**config.mk**
```make
export PLATFORM = sky130hd
export DESIGN_NAME = postfix_expression_evaluator_flat
export DESIGN_NICKNAME = d
export VERILOG_FILES = /design/src/rtl/core/pfe_pkg.sv /design/src/rtl/core/pfe_if.sv /design/src/rtl/core/postfix_expression_evaluator.sv /design/src/rtl/core/pfe_stack.sv /design/src/rtl/core/pfe_alu.sv /design/src/flat_wrapper.sv
export SDC_FILE = /design/constraint.sdc
export NUM_CORES = 2
export LEC_CHECK = 0
export ABC_AREA = 1
export BUFFER_PORTS_ARGS = -buffer_cell sky130_fd_sc_hd__buf_2
export CAP_MARGIN = 0
export CORE_ASPECT_RATIO = 1.25
export CORE_MARGIN = 2
export CORE_UTILIZATION = 55
export DETAILED_ROUTE_END_ITERATION = 16
export GPL_TIMING_DRIVEN = 0
export PLACE_DENSITY = 0.81
export SLEW_MARGIN = 10
export SYNTH_ARGS = -nofsm -noshare
export SYNTH_HDL_FRONTEND = slang
export SYNTH_SLANG_ARGS = --single-unit
```
**constraint.sdc**
```tcl
create_clock -name clk -period 17.42 [get_ports clk]
set_input_delay 3.484 -clock clk [delete_from_list [all_inputs] [get_ports clk]]
set_output_delay 3.484 -clock clk [all_outputs]
set_load 0.1 [all_outputs]
```
**src/rtl/core/pfe_pkg.sv**
```systemverilog
// Shared types and constants for the postfix expression evaluator.
// No dependencies; the interfaces and all modules import this package.
`default_nettype none

package pfe_pkg;

	localparam int DATA_W = 32;
	localparam int CHAR_W = 8;
	localparam int ERR_W  = 2;

	// Status codes reported with each result.
	localparam logic [ERR_W-1:0] ERR_NONE      = 2'd0;
	localparam logic [ERR_W-1:0] ERR_OVERFLOW  = 2'd1;
	localparam logic [ERR_W-1:0] ERR_UNDERFLOW = 2'd2;
	localparam logic [ERR_W-1:0] ERR_DIVZERO   = 2'd3;

	// Token characters.
	localparam logic [CHAR_W-1:0] CHAR_ZERO  = 8'h30;
	localparam logic [CHAR_W-1:0] CHAR_NINE  = 8'h39;
	localparam logic [CHAR_W-1:0] CHAR_PLUS  = 8'h2B;
	localparam logic [CHAR_W-1:0] CHAR_MINUS = 8'h2D;
	localparam logic [CHAR_W-1:0] CHAR_STAR  = 8'h2A;
	localparam logic [CHAR_W-1:0] CHAR_SLASH = 8'h2F;
	localparam logic [CHAR_W-1:0] CHAR_CLOSE = 8'h29;

	typedef enum logic [1:0] {
		OP_ADD,
		OP_SUB,
		OP_MUL,
		OP_DIV
	} alu_op_t;

	typedef struct packed {
		logic    start;
		alu_op_t op;
	} alu_req_t;

	typedef struct packed {
		logic done;
		logic div_zero;
	} alu_rsp_t;

endpackage

`default_nettype wire

```
**src/rtl/core/pfe_if.sv**
```systemverilog
// Valid/ready channel interfaces for tokens and results.
// Depends on pfe_pkg for field widths.
`default_nettype none

interface pfe_token_if;
	import pfe_pkg::*;
	logic              valid;
	logic              ready;
	logic [CHAR_W-1:0] token_char;

	modport source (output valid, output token_char, input ready);
	modport sink   (input valid, input token_char, output ready);
endinterface

interface pfe_result_if;
	import pfe_pkg::*;
	logic                     valid;
	logic                     ready;
	logic signed [DATA_W-1:0] result_value;
	logic [ERR_W-1:0]         status;

	modport source (output valid, output result_value, output status, input ready);
	modport sink   (input valid, input result_value, input status, output ready);
endinterface

`default_nettype wire

```
**src/rtl/core/postfix_expression_evaluator.sv**
```systemverilog
// Postfix evaluator: a digit is pushed when taken; '+', '-', '*' or '/' reads two
// entries, runs the shared unit (its divider retires one quotient bit per cycle)
// and writes the result back; ')' loads the result register once it is free.
// The block takes one token at a time; the next token follows once the current is done.
// Asynchronous active-low reset empties the stack, clears the error and the result
// valid flag. Stack entries keep no reset value; only written entries are ever read.
`default_nettype none

module postfix_expression_evaluator
	import pfe_pkg::*;
#(
	parameter int STACK_DEPTH = 16
) (
	input  wire logic    clk,
	input  wire logic    arst_n,
	pfe_token_if.sink    token,
	pfe_result_if.source result
);

	// Count holds 0..STACK_DEPTH; the address indexes the entries.
	localparam int CW = $clog2(STACK_DEPTH + 1);
	localparam int AW = (STACK_DEPTH > 1) ? $clog2(STACK_DEPTH) : 1;

	// Sequencer states.
	localparam logic [2:0] S_IDLE = 3'd0;
	localparam logic [2:0] S_RDB  = 3'd1;
	localparam logic [2:0] S_EXE  = 3'd2;
	localparam logic [2:0] S_WAIT = 3'd3;
	localparam logic [2:0] S_EMIT = 3'd4;

	logic [2:0]        state_q;
	logic [CW-1:0]     count_q;
	logic [ERR_W-1:0]  err_q;
	alu_op_t           op_q;
	logic [DATA_W-1:0] a_q;

	logic                     out_valid_q;
	logic signed [DATA_W-1:0] result_value_q;
	logic [ERR_W-1:0]         status_q;

	// Token decode.
	logic    is_digit;
	logic    is_op;
	logic    is_close;
	alu_op_t tok_op;
	logic    tok_xfer;

	// Stack and unit connections.
	logic              st_we;
	logic [AW-1:0]     st_waddr;
	logic [DATA_W-1:0] st_wdata;
	logic              st_re;
	logic [AW-1:0]     st_raddr;
	logic [DATA_W-1:0] st_rdata;
	alu_req_t          alu_req;
	alu_rsp_t          alu_rsp;
	logic [DATA_W-1:0] alu_result;

	logic [CW-1:0]    count_m1;
	logic [CW-1:0]    count_m2;
	logic             full;
	logic             err_set;
	logic [ERR_W-1:0] err_code;
	logic             out_free;

	assign count_m1 = count_q - CW'(1);
	assign count_m2 = count_q - CW'(2);
	assign full     = count_q >= CW'(STACK_DEPTH);
	assign out_free = !out_valid_q || result.ready;

	always_comb begin
		is_digit = (token.token_char >= CHAR_ZERO) && (token.token_char <= CHAR_NINE);
		is_close = token.token_char == CHAR_CLOSE;
		is_op    = 1'b1;
		tok_op   = OP_ADD;
		unique case (token.token_char)
			CHAR_PLUS:  tok_op = OP_ADD;
			CHAR_MINUS: tok_op = OP_SUB;
			CHAR_STAR:  tok_op = OP_MUL;
			CHAR_SLASH: tok_op = OP_DIV;
			default:    is_op  = 1'b0;
		endcase
	end

	// New tokens are taken only while the sequencer is idle; a result waiting in
	// the output register does not hold off digits or operators.
	assign token.ready = state_q == S_IDLE;
	assign tok_xfer    = token.valid && token.ready;

	// Stack port, unit start and error reporting for each state.
	always_comb begin
		st_we    = 1'b0;
		st_waddr = count_q[AW-1:0];
		st_wdata = DATA_W'(token.token_char - CHAR_ZERO);
		st_re    = 1'b0;
		st_raddr = count_m1[AW-1:0];
		alu_req  = '{start: 1'b0, op: op_q};
		err_set  = 1'b0;
		err_code = ERR_NONE;
		unique case (state_q)
			S_IDLE: begin
				if (tok_xfer) begin
					if (is_digit) begin
						if (full) begin
							err_set  = 1'b1;
							err_code = ERR_OVERFLOW;
						end else begin
							st_we = 1'b1;
						end
					end else if (is_op) begin
						if (count_q < CW'(2)) begin
							err_set  = 1'b1;
							err_code = ERR_UNDERFLOW;
						end else begin
							st_re = 1'b1;
						end
					end else if (is_close) begin
						if (count_q == '0) begin
							err_set  = 1'b1;
							err_code = ERR_UNDERFLOW;
						end else begin
							st_re = 1'b1;
						end
					end
				end
			end
			S_RDB: begin
				// Top entry is on the read port; fetch the one below it.
				st_re    = 1'b1;
				st_raddr = count_m2[AW-1:0];
			end
			S_EXE: begin
				alu_req.start = 1'b1;
			end
			S_WAIT: begin
				// The result replaces the lower operand, and the stack shrinks by one.
				st_waddr = count_m2[AW-1:0];
				st_wdata = alu_result;
				if (alu_rsp.done) begin
					st_we = 1'b1;
					if (alu_rsp.div_zero) begin
						err_set  = 1'b1;
						err_code = ERR_DIVZERO;
					end
				end
			end
			S_EMIT: begin
				st_re = 1'b0;
			end
			default: begin
				st_re = 1'b0;
			end
		endcase
	end

	always_ff @(posedge clk or negedge arst_n) begin
		if (!arst_n) begin
			state_q     <= S_IDLE;
			count_q     <= '0;
			err_q       <= ERR_NONE;
			op_q        <= OP_ADD;
			out_valid_q <= 1'b0;
		end else begin
			// A new result loads the output register as soon as it is free;
			// otherwise a transfer empties it.
			if ((state_q == S_EMIT) && out_free) begin
				out_valid_q <= 1'b1;
			end else if (result.ready) begin
				out_valid_q <= 1'b0;
			end
			// The first error sticks until a ')' reports it.
			if (err_set && (err_q == ERR_NONE)) begin
				err_q <= err_code;
			end
			unique case (state_q)
				S_IDLE: begin
					if (tok_xfer) begin
						if (is_digit && !full) begin
							count_q <= count_q + CW'(1);
						end else if (is_op && (count_q >= CW'(2))) begin
							op_q    <= tok_op;
							state_q <= S_RDB;
						end else if (is_close) begin
							state_q <= S_EMIT;
						end
					end
				end
				S_RDB:  state_q <= S_EXE;
				S_EXE:  state_q <= S_WAIT;
				S_WAIT: begin
					if (alu_rsp.done) begin
						count_q <= count_m1;
						state_q <= S_IDLE;
					end
				end
				S_EMIT: begin
					if (out_free) begin
						count_q <= '0;
						err_q   <= ERR_NONE;
						state_q <= S_IDLE;
					end
				end
				default: begin
					state_q <= S_IDLE;
				end
			endcase
		end
	end

	// The top entry, the right-hand operand, is captured while the one below it is read.
	always_ff @(posedge clk) begin
		if (state_q == S_RDB) begin
			a_q <= st_rdata;
		end
		if ((state_q == S_EMIT) && out_free) begin
			result_value_q <= (err_q != ERR_NONE) ? '0 : st_rdata;
			status_q       <= err_q;
		end
	end

	pfe_stack #(
		.STACK_DEPTH(STACK_DEPTH)
	) u_stack (
		.clk  (clk),
		.we   (st_we),
		.waddr(st_waddr),
		.wdata(st_wdata),
		.re   (st_re),
		.raddr(st_raddr),
		.rdata(st_rdata)
	);

	pfe_alu u_alu (
		.clk   (clk),
		.arst_n(arst_n),
		.req   (alu_req),
		.opnd_a(a_q),
		.opnd_b(st_rdata),
		.rsp   (alu_rsp),
		.result(alu_result)
	);

	assign result.valid        = out_valid_q;
	assign result.result_value = result_value_q;
	assign result.status       = status_q;

endmodule

`default_nettype wire

```
**src/rtl/core/pfe_stack.sv**
```systemverilog
// Operand stack storage: one write port and one registered read port.
// Depends on pfe_pkg for the data width.
`default_nettype none

module pfe_stack
	import pfe_pkg::*;
#(
	parameter int STACK_DEPTH = 16,
	localparam int AW = (STACK_DEPTH > 1) ? $clog2(STACK_DEPTH) : 1
) (
	input  wire logic              clk,
	input  wire logic              we,
	input  wire logic [AW-1:0]     waddr,
	input  wire logic [DATA_W-1:0] wdata,
	input  wire logic              re,
	input  wire logic [AW-1:0]     raddr,
	output logic      [DATA_W-1:0] rdata
);

	logic [DATA_W-1:0] mem_q [STACK_DEPTH];

	always_ff @(posedge clk) begin
		if (we) begin
			mem_q[waddr] <= wdata;
		end
	end

	// Read data holds until the next read is issued.
	always_ff @(posedge clk) begin
		if (re) begin
			rdata <= mem_q[raddr];
		end
	end

endmodule

`default_nettype wire

```
**src/rtl/core/pfe_alu.sv**
```systemverilog
// Shared arithmetic unit: registered add, subtract and multiply, and a
// restoring divider that retires one quotient bit per cycle. Uses pfe_pkg.
`default_nettype none

module pfe_alu
	import pfe_pkg::*;
(
	input  wire logic              clk,
	input  wire logic              arst_n,
	input  wire alu_req_t          req,
	input  wire logic [DATA_W-1:0] opnd_a,
	input  wire logic [DATA_W-1:0] opnd_b,
	output alu_rsp_t               rsp,
	output logic      [DATA_W-1:0] result
);

	localparam logic [1:0] A_IDLE = 2'd0;
	localparam logic [1:0] A_DIV  = 2'd1;
	localparam logic [1:0] A_FIX  = 2'd2;
	localparam int SW = $clog2(DATA_W);

	logic [1:0]        state_q;
	logic [SW-1:0]     step_q;
	logic              done_q;
	logic              dz_q;
	logic [DATA_W-1:0] res_q;
	logic [DATA_W-1:0] rem_q;
	logic [DATA_W-1:0] quo_q;
	logic [DATA_W-1:0] dvs_q;
	logic              neg_q;

	logic [DATA_W-1:0] mag_a;
	logic [DATA_W-1:0] mag_b;
	logic [DATA_W-1:0] shifted;
	logic [DATA_W-1:0] diff;
	logic              fits;

	assign mag_a   = opnd_a[DATA_W-1] ? (DATA_W'(0) - opnd_a) : opnd_a;
	assign mag_b   = opnd_b[DATA_W-1] ? (DATA_W'(0) - opnd_b) : opnd_b;
	// The remainder stays below the divisor, which is at most 2^31, so the
	// shifted remainder still fits in the data width.
	assign shifted = {rem_q[DATA_W-2:0], quo_q[DATA_W-1]};
	assign diff    = shifted - dvs_q;
	assign fits    = shifted >= dvs_q;

	always_ff @(posedge clk or negedge arst_n) begin
		if (!arst_n) begin
			state_q <= A_IDLE;
			step_q  <= '0;
			done_q  <= 1'b0;
			dz_q    <= 1'b0;
		end else begin
			// Add, subtract, multiply and a zero divisor finish at once; a real divide
			// finishes with the sign fix: done is registered together with the fixed quotient.
			done_q <= ((state_q == A_IDLE) && req.start &&
				((req.op != OP_DIV) || (opnd_a == '0))) || (state_q == A_FIX);
			unique case (state_q)
				A_IDLE: begin
					if (req.start) begin
						dz_q <= (req.op == OP_DIV) && (opnd_a == '0);
						if ((req.op == OP_DIV) && (opnd_a != '0)) begin
							step_q  <= SW'(DATA_W - 1);
							state_q <= A_DIV;
						end
					end
				end
				A_DIV: begin
					if (step_q == '0) begin
						state_q <= A_FIX;
					end else begin
						step_q <= step_q - SW'(1);
					end
				end
				A_FIX: begin
					state_q <= A_IDLE;
				end
				default: begin
					state_q <= A_IDLE;
				end
			endcase
		end
	end

	always_ff @(posedge clk) begin
		unique case (state_q)
			A_IDLE: begin
				if (req.start) begin
					unique case (req.op)
						OP_ADD: res_q <= opnd_b + opnd_a;
						OP_SUB: res_q <= opnd_b - opnd_a;
						OP_MUL: res_q <= opnd_b * opnd_a;
						OP_DIV: begin
							res_q <= '0;
							rem_q <= '0;
							quo_q <= mag_b;
							dvs_q <= mag_a;
							neg_q <= opnd_b[DATA_W-1] ^ opnd_a[DATA_W-1];
						end
						default: res_q <= '0;
					endcase
				end
			end
			A_DIV: begin
				rem_q <= fits ? diff : shifted;
				quo_q <= {quo_q[DATA_W-2:0], fits};
			end
			A_FIX: begin
				res_q <= neg_q ? (DATA_W'(0) - quo_q) : quo_q;
			end
			default: begin
				res_q <= res_q;
			end
		endcase
	end

	assign rsp.done     = done_q;
	assign rsp.div_zero = dz_q;
	assign result       = res_q;

endmodule

`default_nettype wire

```
**src/flat_wrapper.sv**
```systemverilog
// flat-port wrapper written by rule: the top's interface ports become plain ports
module postfix_expression_evaluator_flat import pfe_pkg::*;
#(
	parameter int STACK_DEPTH = 16
)
  (clk, arst_n, token_valid, token_token_char, token_ready, result_valid, result_result_value, result_status, result_ready);
  pfe_token_if token_i ();
  pfe_result_if result_i ();
  input  wire logic clk;
  input  wire logic arst_n;
  input wire logic [$bits(token_i.valid)-1:0] token_valid;
  input wire logic [$bits(token_i.token_char)-1:0] token_token_char;
  output wire logic [$bits(token_i.ready)-1:0] token_ready;
  output wire logic [$bits(result_i.valid)-1:0] result_valid;
  output wire logic [$bits(result_i.result_value)-1:0] result_result_value;
  output wire logic [$bits(result_i.status)-1:0] result_status;
  input wire logic [$bits(result_i.ready)-1:0] result_ready;
  assign token_i.valid = token_valid;
  assign token_i.token_char = token_token_char;
  assign token_ready = token_i.ready;
  assign result_valid = result_i.valid;
  assign result_result_value = result_i.result_value;
  assign result_status = result_i.status;
  assign result_i.ready = result_ready;
  postfix_expression_evaluator #(.STACK_DEPTH(STACK_DEPTH)) u_core (.clk(clk), .arst_n(arst_n), .token(token_i), .result(result_i));
endmodule
```
==> summary.txt <==
Timing
  – Max Clock Skew: 69.1 ps
  – Min Tclk post-route: 9420 ps
  – Fin. Hold Viols: 0
  – Final Slew Violations: 0
  – Actual slew at the worst max-slew pin: 1230 ps
  – Period utilization: 54.0%
  – Max_slew headroom: 17.6%
  – Total negative slack: 0 ps
  – Finish-stage setup viols: 0
  – Setup WS post-layout: 8000 ps
  – F_max: 106 MHz
  – Hold WS: 455 ps
  – RSZ-0062 raised after global routing: no

Setup path
  – Startpoint Class: flop
  – Crit path required time: 17,770 ps
  – Crit path DAT: 9770 ps
  – Max FO, Critical Path: 10
  – Critical path type: flop to flop
  – Critical path endpoint category: flop

Logic synthesis
  – Register area share after synthesis: 42.7%
  – Seq cells post-synth: 760
  – Synthesized cell area: 53,200 um2
  – Post-synth EDFFs: 738
  – Syn Inst Count: 5,866
  – Top area cells in the synthesized netlist: edfxtp_1 (42%), fa_1 (15%), nand2_1 (8.0%), inv_1 (7.1%), o21ai_0 (5.2%)
  – Synth top area share: 41.7%
  – Syn Nets: 6,489
  – Syn Area/Cell: 9.07 um2
  – Yosys cell types: 54
  – Warnings, synthesis: 0
  – Most used DFF post-synth: edfxtp_1
  – Post-synth ARST share: 2.89%
  – Largest area contributor in the netlist: edfxtp_1

Status
  – Status: finished, final reports clean

Layout
  – Layout Nets: 6,655
  – Area Growth Syn to Fin: 9.59%
  – Fill count: 7,855
  – Share of layout cells above drive strength 1: 4.76%
  – # diodes: 0

Floorplanning
  – Die width: 282 um
  – Die area: 99,200 um2
  – IO Pins: 48
  – Site Rows: 127
  – CORE AREA: 95,800 um2
  – Die Y: 352 um
  – Starting Density: 55.5%

Global route
  – Grt met1 use: 43.1%
  – Met3 Usage GRT: 6.28%
  – Global route overflow: 0
  – Vias in the first global route: 43,100
  – Total global-route track usage: 36.7%
  – Largest net degree at the start of global routing: 33
  – Initial antenna violation count: 4
  – Met2 usage: 60.5%
  – First-pass GRT wire length: 265,000 um
  – Grt peak-use layer: met2

Clock tree
  – Clk slew on worst S/H paths: 60 ps
  – Sink Count: 760
  – Root Driver: clkbuf_16
  – Post-CTS Setup Inserts: 0
  – Cts hold-fix bufs: 0
  – Worst-case clock buffer depth: 3
  – CTS resizes: 0
  – Cts bufs inserted: 77
  – Htree depth: 3
  – TritonCTS clock tree: yes
  – Worst skew pair latency: 680 ps

Detailed routing
  – Wire length per cell: 24.4 um
  – DR pass1 iterations: 8
  – Routed WL: 180,000 um
  – Via-to-Cell Ratio: 5.92
  – DR iter-0 viols: 5,370
  – Routed vias: 43,700
  – Detail Route Antenna Nets: 0
  – Residual DRC count: 0

Placement
  – Post-place setup slack: 8350 ps
  – Final HPWL DP: 138,000 um
  – Gpl congestion: 1.07
  – I/O Buffers: 47

Worst hold path
  – Hold Path Class: flop to flop

Run
  – Max Cap Viol: 0
## state kept, by name (all words and copies together) (netlist names), 2 cells and up
| name | count |
|---|---|
| u_core.u_stack.rdata | 32 |
| u_core.u_alu.step_q | 5 |
| u_core.u_alu.rem_q | 31 |
| u_core.a_q | 32 |
| u_core.u_alu.state_q | 2 |
| u_core.u_alu.dvs_q | 32 |
| u_core.count_q | 5 |
| u_core.result.status | 2 |
| u_core.result.result_value | 32 |
| u_core.u_stack.mem_q | 512 |
| u_core.op_q | 2 |
| u_core.u_alu.quo_q | 32 |
| u_core.u_alu.result | 32 |
| u_core.err_q | 2 |
| u_core.state_q | 3 |
## logic make-up after synthesis
logic type	after synthesis	synth area share [%]
AOI/OAI and AO/OA	966	9.95
DFF	760	42.7
adders and majority gates	611	20.2
and+or+nand+nor	2093	15.7
buffers and inverters	1311	9.36
xor gates and xnor gates	125	2.07
## stage by stage
stage	util [%]	std cells	cell area [um2]
2_1_floorplan	-	5866	53200
3_3_place_gp	57.4	7203	55000
3_5_place_dp	58.2	7242	55800
4_1_cts	60.8	7383	58300
5_1_grt	60.8	7384	58300
6_report	60.8	7384	58300
## area by class of cell
cell class	instances	area, um2	area share [%]
clock buffers	98	2040	3.49
flip-flops and latches	760	22700	39.0
multi-input cells	3795	25600	44.0
well taps	1290	1610	2.77
plain buffers	297	1170	2.01
clock inverters	43	445	0.764
inverters	1014	3810	6.53
repair buffers	87	848	1.46
## cells in the mapped netlist, types with 3 or more instances
library cell and count:
a211oi_1 3, a21o_1 13, a21oi_1 190, a31oi_1 15, buf_1 46, buf_2 33, clkbuf_1 214, dfrtp_1 22
edfxtp_1 738, fa_1 410, ha_1 201, inv_1 1009, inv_2 3, nand2_1 1139, nand3_1 133, nand3b_1 6
nand4_1 24, nor2_1 672, nor3_1 77, nor3_2 6, nor4_1 11, o211ai_1 5, o21a_1 6, o21ai_0 552
o21ai_1 73, o21ai_2 4, o21bai_1 10, o221ai_1 40, o22ai_1 7, o31ai_1 9, o32ai_1 28, or2_2 15
xnor2_1 35, xor2_1 89
## path summary, 6_finish.rpt
check | slack, ps | from | endpoint | cells after the start
hold reg to reg | 450 | u_core.err_q[1] | u_core.result.status[1] | 0
max in group asynchronous | 14250 | arst_n | u_core.result.valid | 1
setup / recovery | 8000 | u_core.u_stack.rdata[16] | u_core.u_alu.result[29] | 24
hold / removal | 450 | u_core.err_q[1] | u_core.result.status[1] | 0
setup reg to reg | 8000 | u_core.u_stack.rdata[16] | u_core.u_alu.result[29] | 24
min in group asynchronous | 2800 | arst_n | u_core.count_q[1] | 1
## critical path, cell delays in order, from the launching register on
cell and delay, ps:
edfxtp_1 630, clkbuf_1 880, buf_1 800, nand2_1 160, inv_1 150, fa_1 420, fa_1 450, fa_1 540
inv_1 50, fa_1 480, inv_1 60, fa_1 480, fa_1 530, fa_1 640, fa_1 490, ha_1 360
a21oi_1 240, o21ai_0 210, a21oi_1 190, nand3_1 160, a21o_1 200, o21ai_0 500, o21ai_0 210, nand2_1 150
nand2_1 110
## cell usage in the layout (no fill, tap or decap), drive strengths merged, types with 2 or more instances in the layout
cell / n
a211oi: 3
a21boi: 2
a21o: 13
a21oi: 190
a221oi: 2
a31oi: 15
a32o: 2
buf: 169
bufinv: 3
clkbuf: 313
clkinv: 39
dfrtp: 22
edfxtp: 738
fa: 410
ha: 201
inv: 1014
nand2: 1140
nand3: 135
nand3b: 6
nand4: 24
nor2: 674
nor3: 85
nor4: 12
o211ai: 5
o21a: 6
o21ai: 629
o21bai: 10
o221ai: 40
o22ai: 7
o31ai: 9
o32ai: 28
or2: 15
xnor2: 35
xor2: 90
## layer usage
metal	routed length (um)	part of all wire (%)
met5	52	0.029
met4	16200	9.0
met3	17200	9.5
met2	85200	47
met1	61700	34
Power is left out: the tool's default activity adds up to more than one toggle a clock period on the data nets, which glitch-free logic cannot reach.
